[src/rtl/aop_pkg.sv]
// ----------------------------------------------------------------------------
// aop_pkg
// shared types, constants and helper functions for the asian option path
// payoff core
// ----------------------------------------------------------------------------
`default_nettype none

package aop_pkg;

    localparam int MAX_STEPS = 1024;
    localparam int COUNT_W = 11;
    localparam int SUM_W = 48;
    localparam int DIV_STEPS = SUM_W;
    localparam int EXP_TERMS = 12;

    localparam logic [27:0] LN2_Q28 = 28'd186065279;
    localparam logic [28:0] ONE_Q28 = 29'd268435456;
    localparam logic [34:0] RANGE_OFFSET = 35'd4465566696;
    localparam logic [12:0] LN2_RECIP = 13'd5909;
    localparam logic [31:0] DISC_ONE = 32'h8000_0000;
    localparam logic [31:0] PRICE_MAX = 32'hFFFF_FFFF;

    localparam logic [2:0] REG_INITIAL_PRICE = 3'd0;
    localparam logic [2:0] REG_STRIKE_PRICE = 3'd1;
    localparam logic [2:0] REG_OPTION_KIND = 3'd2;
    localparam logic [2:0] REG_DISCOUNT_FACTOR = 3'd3;
    localparam logic [2:0] REG_ANTITHETIC_ON = 3'd4;
    localparam logic [2:0] REG_INCLUDE_START = 3'd5;

    localparam logic [1:0] KIND_CALL = 2'd0;
    localparam logic [1:0] KIND_PUT = 2'd1;

    typedef enum logic [4:0] {
        S_IDLE,
        S_CHECK,
        S_RANGE1,
        S_RANGE2,
        S_TERM_A,
        S_TERM_B,
        S_TERM_C,
        S_GROW1,
        S_GROW2,
        S_FINISH,
        S_DIV_INIT,
        S_DIV_RUN,
        S_DIV_DONE,
        S_PAY,
        S_DISC,
        S_OUT
    } state_t;

    typedef enum logic [3:0] {
        OP_NONE,
        OP_ACCEPT,
        OP_SET_OVF,
        OP_RANGE1,
        OP_RANGE2,
        OP_TERM_A,
        OP_TERM_B,
        OP_TERM_C,
        OP_GROW1,
        OP_GROW2,
        OP_DIV_INIT,
        OP_DIV_STEP,
        OP_DIV_DONE,
        OP_PAY,
        OP_DISC,
        OP_LOAD_OUT
    } op_t;

    typedef struct packed {
        op_t        op;
        logic       side;
        logic [3:0] term;
    } cmd_t;

    typedef struct packed {
        logic limit_ok;
        logic last;
        logic out_free;
    } status_t;

    typedef struct packed {
        logic [31:0] initial_price;
        logic [31:0] strike_price;
        logic [1:0]  option_kind;
        logic [31:0] discount_factor;
        logic        antithetic_on;
        logic        include_start_fixing;
    } cfg_t;

    // floor(2^32 / i) for the series term divisors
    function automatic logic [32:0] term_recip(input logic [3:0] i);
        logic [32:0] r;
        case (i)
            4'd1:    r = 33'd4294967296;
            4'd2:    r = 33'd2147483648;
            4'd3:    r = 33'd1431655765;
            4'd4:    r = 33'd1073741824;
            4'd5:    r = 33'd858993459;
            4'd6:    r = 33'd715827882;
            4'd7:    r = 33'd613566756;
            4'd8:    r = 33'd536870912;
            4'd9:    r = 33'd477218588;
            4'd10:   r = 33'd429496729;
            4'd11:   r = 33'd390451572;
            4'd12:   r = 33'd357913941;
            default: r = 33'd0;
        endcase
        return r;
    endfunction

endpackage

`default_nettype wire

[src/rtl/aop_ctrl.sv]
// ----------------------------------------------------------------------------
// aop_ctrl
// sequencer for the path payoff core: steps the datapath through the range
// reduction, exp series, price update, averaging divide and discount
// ----------------------------------------------------------------------------
`default_nettype none

module aop_ctrl (
    input  wire logic           clk,
    input  wire logic           rst_n,
    input  wire logic           in_valid,
    output logic                in_stall,
    input  wire aop_pkg::status_t sts,
    output aop_pkg::cmd_t       cmd
);

    aop_pkg::state_t state_reg, state_next;
    logic            side_reg, side_next;
    logic [3:0]      term_reg, term_next;
    logic [5:0]      bit_reg, bit_next;

    always_ff @(posedge clk or negedge rst_n)
    begin
        if (!rst_n)
        begin
            state_reg <= aop_pkg::S_IDLE;
            side_reg  <= 1'b0;
            term_reg  <= 4'd1;
            bit_reg   <= 6'd0;
        end
        else
        begin
            state_reg <= state_next;
            side_reg  <= side_next;
            term_reg  <= term_next;
            bit_reg   <= bit_next;
        end
    end

    always_comb
    begin
        state_next = state_reg;
        side_next  = side_reg;
        term_next  = term_reg;
        bit_next   = bit_reg;
        in_stall   = 1'b1;
        cmd.op     = aop_pkg::OP_NONE;
        cmd.side   = side_reg;
        cmd.term   = term_reg;
        case (state_reg)
            aop_pkg::S_IDLE:
            begin
                in_stall = 1'b0;
                if (in_valid)
                begin
                    cmd.op     = aop_pkg::OP_ACCEPT;
                    state_next = aop_pkg::S_CHECK;
                end
            end
            aop_pkg::S_CHECK:
            begin
                side_next = 1'b0;
                if (sts.limit_ok)
                begin
                    state_next = aop_pkg::S_RANGE1;
                end
                else
                begin
                    cmd.op     = aop_pkg::OP_SET_OVF;
                    state_next = aop_pkg::S_FINISH;
                end
            end
            aop_pkg::S_RANGE1:
            begin
                cmd.op     = aop_pkg::OP_RANGE1;
                state_next = aop_pkg::S_RANGE2;
            end
            aop_pkg::S_RANGE2:
            begin
                cmd.op     = aop_pkg::OP_RANGE2;
                term_next  = 4'd1;
                state_next = aop_pkg::S_TERM_A;
            end
            aop_pkg::S_TERM_A:
            begin
                cmd.op     = aop_pkg::OP_TERM_A;
                state_next = aop_pkg::S_TERM_B;
            end
            aop_pkg::S_TERM_B:
            begin
                cmd.op     = aop_pkg::OP_TERM_B;
                state_next = aop_pkg::S_TERM_C;
            end
            aop_pkg::S_TERM_C:
            begin
                cmd.op = aop_pkg::OP_TERM_C;
                if (term_reg == 4'(aop_pkg::EXP_TERMS))
                begin
                    state_next = aop_pkg::S_GROW1;
                end
                else
                begin
                    term_next  = term_reg + 4'd1;
                    state_next = aop_pkg::S_TERM_A;
                end
            end
            aop_pkg::S_GROW1:
            begin
                cmd.op     = aop_pkg::OP_GROW1;
                state_next = aop_pkg::S_GROW2;
            end
            aop_pkg::S_GROW2:
            begin
                cmd.op = aop_pkg::OP_GROW2;
                if (!side_reg)
                begin
                    side_next  = 1'b1;
                    state_next = aop_pkg::S_RANGE1;
                end
                else
                begin
                    state_next = aop_pkg::S_FINISH;
                end
            end
            aop_pkg::S_FINISH:
            begin
                side_next  = 1'b0;
                state_next = sts.last ? aop_pkg::S_DIV_INIT : aop_pkg::S_IDLE;
            end
            aop_pkg::S_DIV_INIT:
            begin
                cmd.op     = aop_pkg::OP_DIV_INIT;
                bit_next   = 6'd0;
                state_next = aop_pkg::S_DIV_RUN;
            end
            aop_pkg::S_DIV_RUN:
            begin
                cmd.op = aop_pkg::OP_DIV_STEP;
                if (bit_reg == 6'(aop_pkg::DIV_STEPS - 1))
                begin
                    state_next = aop_pkg::S_DIV_DONE;
                end
                else
                begin
                    bit_next = bit_reg + 6'd1;
                end
            end
            aop_pkg::S_DIV_DONE:
            begin
                cmd.op = aop_pkg::OP_DIV_DONE;
                if (!side_reg)
                begin
                    side_next  = 1'b1;
                    state_next = aop_pkg::S_DIV_INIT;
                end
                else
                begin
                    state_next = aop_pkg::S_PAY;
                end
            end
            aop_pkg::S_PAY:
            begin
                cmd.op     = aop_pkg::OP_PAY;
                state_next = aop_pkg::S_DISC;
            end
            aop_pkg::S_DISC:
            begin
                cmd.op     = aop_pkg::OP_DISC;
                state_next = aop_pkg::S_OUT;
            end
            aop_pkg::S_OUT:
            begin
                if (sts.out_free)
                begin
                    cmd.op     = aop_pkg::OP_LOAD_OUT;
                    state_next = aop_pkg::S_IDLE;
                end
            end
            default:
            begin
                state_next = aop_pkg::S_IDLE;
            end
        endcase
    end

endmodule

`default_nettype wire

[config.mk]
export PLATFORM = sky130hd
export DESIGN_NAME = aop_ctrl
export DESIGN_NICKNAME = d
export VERILOG_FILES = /design/src/rtl/aop_pkg.sv /design/src/rtl/aop_ctrl.sv
export SDC_FILE = /design/constraint.sdc
export NUM_CORES = 1
export LEC_CHECK = 0
export ABC_AREA = 1
export BUFFER_PORTS_ARGS = -buffer_cell sky130_fd_sc_hd__buf_2
export CAP_MARGIN = 20
export CORE_MARGIN = 1
export CORE_UTILIZATION = 60
export DETAILED_ROUTE_END_ITERATION = 10
export GPL_ROUTABILITY_DRIVEN = 0
export GPL_TIMING_DRIVEN = 0
export PLACE_DENSITY = 0.8
export RECOVER_POWER = 50
export SYNTH_ARGS = -nofsm -noshare
export SYNTH_HDL_FRONTEND = slang
export SYNTH_SLANG_ARGS = --single-unit
[constraint.sdc]
create_clock -name clk -period 2.2 [get_ports clk]
set_input_delay 0.22 -clock clk [delete_from_list [all_inputs] [get_ports clk]]
set_output_delay 0.22 -clock clk [all_outputs]
set_load 0.03 [all_outputs]
# Word level (Yosys, flattened, before mapping)
# Index checks and enable logic that the tools add are counted.
totals:
  romBits: 0
  latchBits: 0
  ram_bits: 0
  reg_bits: 16
  n_memories: 0
  in_bits: 6
  out_inout_bits: 10
  word_cells: 56
op_classes:
  bitwise_logic: 0
  n_lt_le_gt_ge: 0
  div: 0
  n_eq_ne: 22
  n_addsub: 2
  muxes: 19
  reduce_logical: 9
  mul: 0
  n_shift: 0
op_table:
  columns: ["operator", "count"]
  rows:
  - ["case mux 5 bit (16 select lines)", 1]
  - ["case mux 4 bit (15 select lines)", 1]
  - ["equality test 5 x 4 -> 1 bit (second input constant)", 8]
  - ["equality test 5 x 3 -> 1 bit (second input constant)", 4]
  - ["2-to-1 mux 4 bit", 5]
  - ["2-to-1 mux 5 bit", 3]
  - ["case mux 6 bit (2 select lines)", 1]
  - ["equality test 5 x 2 -> 1 bit (second input constant)", 2]
  - ["!= test 2 bit (second input constant)", 5]
  - ["case mux 4 bit (2 select lines)", 1]
  - ["adder 6 x 1 -> 6 bit (second input constant)", 1]
  - ["equality test 6 bit (second input constant)", 1]
  - ["2-to-1 mux 6 bit", 1]
  - ["nonzero test 2 bit", 3]
  - ["equality test 5 x 1 -> 1 bit (second input constant)", 1]
  - ["logical NOT 5 bit", 1]
  - ["adder 4 x 1 -> 4 bit (second input constant)", 1]
  - ["equality test 4 bit (second input constant)", 1]
  - ["2-to-1 mux 2 bit", 2]
  - ["AND reduction 2 bit", 2]
  - ["OR reduction 2 bit", 2]
  - ["2-to-1 mux 3 bit", 1]
  - ["AND reduction 3 bit", 1]
  - ["2-to-1 mux 1 bit", 2]
  - ["case mux 1 bit (2 select lines)", 1]

# Logic depth before layout (Yosys ltp)
# Gate-level depths: netlist of the first run.
depth:
  depth_word: 3
  depth_mapped: 10
  mapped_depth_nobuf: 10

# Least setup slack after synthesis of the first run
# No wires, ideal clock.
synth_timing:
  path_kind: "register to output"
  from: "register state_reg[3]"
  to: "output port cmd[6] in the netlist's numbering"
  path_stages_with_launch: 5
  n_path_buf: 1
  required_time_ns: 1.980
  slack_ns: 0.688
  arrival_time_ns: 1.292
  cell_sequence: "dfrtp_1 buf_4 nor2_1 nand2_1 o2111ai_1"
synth_lines:
  columns: ["item", "line_no", "rtl"]
  rows:
  - ["from (decl)", "aop_ctrl.sv:17", "aop_pkg::state_t state_reg, state_next;"]
  - ["from (signal assigned)", "aop_ctrl.sv:26", "state_reg <= aop_pkg::S_IDLE;"]
  - ["from (signal assigned)", "aop_ctrl.sv:33", "state_reg <= state_next;"]
  - ["to (decl)", "aop_ctrl.sv:14", "output aop_pkg::cmd_t cmd"]

==> results of run 1 <==
==> repair_timing <==
action	CTS	global route
endpoints found under the setup margin	0	0
hold endpoints to repair	14	0
hold buffers	1	0
==> routing by layer <==
metal | vias up | GRT usage, % | wire length, um | part of all wire (%)
met4 | 0 | 10.9 | 25 | 1.0
li1 | 576 | - | - | -
met1 | 513 | 36.5 | 1180 | 49
met2 | 25 | 40.6 | 1130 | 47
met5 | - | 0 | 0 | 0
met3 | 4 | 3.60 | 77 | 3.2
==> cells by family (layout without fill, tap and decap cells) <==
kind of cell	after synthesis	after routing	share of synthesized area [%]
AOI/OAI and AO/OA	17	17	8.90
xor gates and xnor gates	3	3	2.37
adders and majority gates	3	3	3.38
buffers and inverters	27	47	9.80
DFF	15	15	33.9
and+or+nand+nor	104	104	41.7
==> final cells by class <==
cell class	count	area [sq um]
repair buffers	16	78.8
flip-flops and latches	15	377
clock buffers	4	26.3
multi-input cells	127	626
inverters	25	93.8
plain buffers	2	15.0
fillers	155	479
well taps	25	31.3
==> worst min-delay path, cell delays in order <==
cell and delay [ns]:
buf_2 0.11, inv_1 0.04, nand2_1 0.10, nand2_1 0.06
==> stage by stage <==
| stage | setup WS (ns) | std cells | power, mW |
|---|---|---|---|
| 2_1_floorplan | 0.688 | 169 | 0.282 |
| 3_3_place_gp | 0.579 | 209 | 0.292 |
| 3_5_place_dp | 0.540 | 209 | 0.293 |
| 4_1_cts | 0.203 | 214 | 0.460 |
| 5_1_grt | 0.0795 | 214 | 0.470 |
| 6_report | 0.211 | 214 | 0.456 |
==> power breakdown <==
part	total, mW	switching, mW	internal [mW]
Combinational	0.0122	0.00793	0.00430
Clock	0.168	0.0974	0.0707
Sequential	0.276	0	0.276
Total	0.456	0.105	0.351
==> how the worst max path moves through the flow <==
stage,from,end,slack (ns),cells past startpoint
2_1_floorplan,state_reg[3],cmd[6],0.69,4
3_3_place_gp,state_reg[3],cmd[5],0.58,7
6_report,state_reg[0],cmd[6],0.21,7
4_1_cts,state_reg[3],cmd[5],0.20,7
5_1_grt,state_reg[3],cmd[5],0.08,7
3_5_place_dp,state_reg[3],cmd[5],0.54,7
==> layout by cell type (no fill, tap or decap) <==
master / synthesis / routed
nand2_1: 53 / 53
inv_1: 24 / 24
nor2_1: 22 / 22
nand3_1: 19 / 19
dfrtp_1: 14 / 14
buf_2: 0 / 10
o21ai_0: 8 / 8
clkbuf_1: 0 / 6
nand2_4: 3 / 3
a21oi_1: 3 / 3
ha_1: 3 / 3
clkbuf_4: 0 / 3
buf_4: 2 / 2
nor2_4: 2 / 2
nand2_2: 2 / 2
o21ai_1: 2 / 2
xor2_1: 2 / 2
o2111ai_1: 1 / 1
o211ai_1: 1 / 1
and3_1: 1 / 1
o311ai_0: 1 / 1
inv_2: 1 / 1
nor3_1: 1 / 1
xnor2_1: 1 / 1
o32ai_1: 1 / 1
nand4_1: 1 / 1
dlygate4sd3_1: 0 / 1
dfstp_2: 1 / 1
==> results.toml, run 1 <==
[run_status]
outcome = "finished, final reports clean"

[synth]
synthesis.nets = 178
synth_cell_types = 24
synth_top_cell_by_area = "dfrtp_1"
yosys_warnings = 0
postSynth.asyncResetShare_pct = 100
netlist_area_sq_um = 1110
yosysMostFrequentCell = "nand2_1"
ys_ff_latch = 15
postSynthAreaPerCell_sq_um = 6.57
synth_edf_count = 0
ys_seq_area_share_pct = 33.9
syn_inst = 169
synth_top_area_share_pct = 31.5
synth_area_leaders = "dfrtp_1 32%, nand2_1 18%, nand3_1 8.6%, inv_1 8.1%, nor2_1 7.4%"
ys.flop_type = "dfrtp_1"
synthTopCellsByCount = "53 x nand2_1, 24 x inv_1, 22 x nor2_1"

[global_routing]
grt_max_degree = 16
grt_pass1_wl_um = 3770
grt_pass1_vias = 934
grt_use_total_pct = 26.1
antenna_found_initial = 0
overflow = 0

[clock_network]
cts_setup_buffers = 0
post_cts_resized = 0
cts_inserted_buffers = 3
cts_tree = "yes"
root_buffer = "clkbuf_4"
htreeDepth = 1
clk_path_buf_depth = 2
clkSinkCount = 15
worstSkewPairLatency_ns = 0.30
path_clk_slew_ns = 0.10

[setup_path]
timing.rr.start = "bit_reg[0]"
endpoint_kind = "primary output"
crit_top_cell = "inv_1"
cp_slowest_cell = "dfrtp_1"
cpPeakStageDelay_ns = 0.44
timing.rr.end = "state_reg[2]"
critical_path.top_delay_family = "simple AND/OR/NAND/NOR gates"
critical_path_buf_inv_count = 3
startpoint_type = "register"
worstPathMaxFanout = 5
required_ns = 1.98
reg2reg_depth = 9
cp.arrival_ns = 1.77
rrSetupSlack_ns = 0.66
path_cells = "inv_1 -> nor2_1 -> nand3_1 -> nand2_1 -> inv_1 -> o2111ai_1 -> buf_2"
worst-setup-path-type = "register to primary output"

[routing]
viasPerCell = 5.22
ant_nets = 0
initialDrtViolationCount = 31
post_drt_wl_per_cell_um = 11.3
wl_um = 2420
first_pass_iters = 4
vias = 1118
drc_errors = 0

[run]
drv_cap = 0

[die]
io_pins = 16
start_util_pct = 64.3
die_area_sq_um = 2030
die_w_um = 45.0
dieHeight_um = 45.0
fp-row-count = 15
core_area_sq_um = 1730

[sta]
drv_slew = 0
max_freq_ghz = 0.503
period_share_pct = 90.4
hold_violations = 0
relSlewSlack_pct = 45.4
rsz0062_at_grt = "no"
worstMarginPinSlew_ns = 0.819
holdWs_ns = 0.273
setup_viol = 0
period_needed_ns = 1.99
fin_setup_tns_ns = 0
finalClockSkew_ns = 0.00675

[worst_hold_path]
min-delay-start = "sts[0]"
whs_path_depth = 4
hold_end = "state_reg[2]"
hold_class = "primary input to register"

[layout]
diodes = 0
final_area_sq_um = 1250
largest_register_ffs = 6
drive_gt1_share_pct = 12.7
fin_util_pct = 72.2
syn_to_final_growth_pct = 12.3
nets = 199

[pwr]
p_leak_nw = 0.681
powerDensity_nw_per_um2 = 365
irDropWorstVdd_mv = 0.329

[placement]
portBuffers = 15
placed_area_sq_um = 1220
dpl.hpwl_um = 1910
No activity file was read; power rests on OpenSTA's default activity.
==> run 2: changes to the inputs <==
Settings changed: CORE_UTILIZATION 60 to 63, CTS_BUF_LIST from default to sky130_fd_sc_hd__clkbuf_8, PLACE_DENSITY 0.8 to 0.84.
==> results.toml, run 2 (synthesized netlist as in run 1, its figures left out) <==
[run_status]
outcome = "finished, final reports clean"

[setup_path]
worstPathMaxFanout = 8
cp_slowest_cell = "dfrtp_1"
crit_top_cell = "nand2_1"
critical_path_buf_inv_count = 3
required_ns = 1.98
cpPeakStageDelay_ns = 0.32
startpoint_type = "register"
endpoint_kind = "primary output"
worst-setup-path-type = "register to primary output"
path_cells = "buf_4 -> inv_1 -> nor2_1 -> nand2_1 -> and3_1 -> nand2_1 -> buf_2"
critical_path.top_delay_family = "simple AND/OR/NAND/NOR gates"
cp.arrival_ns = 1.72

[layout]
final_common_cell = "nand2_1"
nFillCells = 127
fin_util_pct = 79.8
syn_to_final_growth_pct = 13.2
nets = 199
mostFrequentLayoutCells = "53 x nand2_1, 24 x inv_1, 22 x nor2_1"
diodes = 0
largest_register_ffs = 6
drive_gt1_share_pct = 12.7

[clock_network]
post_cts_resized = 0
cts_inserted_buffers = 3
root_buffer = "clkbuf_8"
worstSkewPairLatency_ns = 0.26
path_clk_slew_ns = 0.07
clk_path_buf_depth = 2
clkSinkCount = 15
cts_tree = "yes"
htreeDepth = 1

[pwr]
seqPwrFrac_pct = 53.2
intPower_mw = 0.408
comb_power_share_pct = 2.3
swShare_pct = 21.4
p_switching_mw = 0.111
p_leak_nw = 0.683
p_total_mw = 0.519
powerDensity_nw_per_um2 = 412
clockPowerShare_pct = 44.5
irDropWorstVdd_mv = 0.375

[global_routing]
antenna_found_initial = 0
overflow = 0
grt_pass1_wl_um = 4050
grt_max_degree = 16
grt_use_total_pct = 28.6
grt_pass1_vias = 959

[sta]
period_needed_ns = 1.94
finalClockSkew_ns = 0.0150
worstMarginPinSlew_ns = 0.812
rsz0062_at_grt = "no"
relSlewSlack_pct = 45.8
drv_slew = 0
fin_setup_tns_ns = 0
period_share_pct = 88.0
setup_viol = 0
hold_violations = 0
max_freq_ghz = 0.517

[die]
io_pins = 16
core_area_sq_um = 1580
start_util_pct = 70.5
fp-row-count = 14
die_w_um = 44.0
die_area_sq_um = 1940
dieHeight_um = 44.0

[worst_hold_path]
hold_class = "primary input to register"

[routing]
wl_met2_um = 1210
drc_errors = 0
drt-met1-wl_um = 1190
dr_wl_met3_um = 178
highest_layer = "met4"
first_pass_iters = 6
wl_um = 2590
post_drt_wl_per_cell_um = 12.6
ant_nets = 0
vias = 1132
initialDrtViolationCount = 45
viasPerCell = 5.52

[placement]
portBuffers = 15
dpl.hpwl_um = 2040

[run]
drv_cap = 0
## run 2: changes by cell type in the layout (fill, tap and decap cells not counted)
cell / change
clkbuf_8: +3
clkinvlp_4: +1
clkbuf_4: -3
buf_2: -1
## run 2: routing by layer
metal | vias up | GRT usage [%]
li1 | 581 | -
met1 | 504 | 38.6
met2 | 43 | 45.1
met3 | 4 | 7.50
met4 | 0 | 9.09
met5 | - | 0
## run 2: layout make-up
type	instances	area (sq um)	area share (%)
Inverter	25	93.8	7.46
Sequential cell	15	377	30.0
Timing Repair Buffer	16	77.6	6.17
Tap cell	16	20.0	1.59
Clock buffer	3	41.3	3.28
Clock inverter	1	7.51	0.597
Multi-Input combinational cell	127	626	49.8
Buffer	2	15.0	1.19
## run 2: timing repair
action | in CTS | in global routing
hold buffers | 1 | 0
hold endpoints to repair | 14 | 0
setup buffers | 0 | 0
## run 2: path summary, 6_finish.rpt
kind	cells after the start	from	to	slack [ns]
max reg2reg	9	bit_reg[0]	state_reg[3]	0.55
min	4	sts[0]	state_reg[2]	0.32
min reg2reg	2	bit_reg[4]	bit_reg[4]	0.56
max	7	state_reg[3]	cmd[5]	0.26
min in group asynchronous	2	rst_n	bit_reg[5]	0.56
max in group asynchronous	2	rst_n	side_reg	1.12
## run 2: metrics by stage
step / area (sq um) / hold WS, ns / setup WS (ns) / cells
after floorplan: 1110 / -0.0756 / 0.688 / 169
after global routing: 1260 / 0.336 / 0.171 / 205
after CTS: 1260 / 0.321 / 0.292 / 205
after global placement: 1210 / 0.131 / 0.580 / 200
after detailed placement: 1210 / 0.135 / 0.560 / 200
final: 1260 / 0.323 / 0.265 / 205
## run 2: tightest hold or removal path, delay by kind of cell
family,cells,cell delay [ns]
buf+inv,2,0.14
simple gates,2,0.18
## run 2: power groups by stage
stage / clock (mW) / combinational (mW) / sequential [mW]
floorplan: 0 / 0.000686 / 0.281
global placement: 0 / 0.0108 / 0.281
detailed placement: 0 / 0.0110 / 0.281
CTS: 0.230 / 0.0124 / 0.276
global route: 0.243 / 0.0136 / 0.276
finish: 0.231 / 0.0120 / 0.276
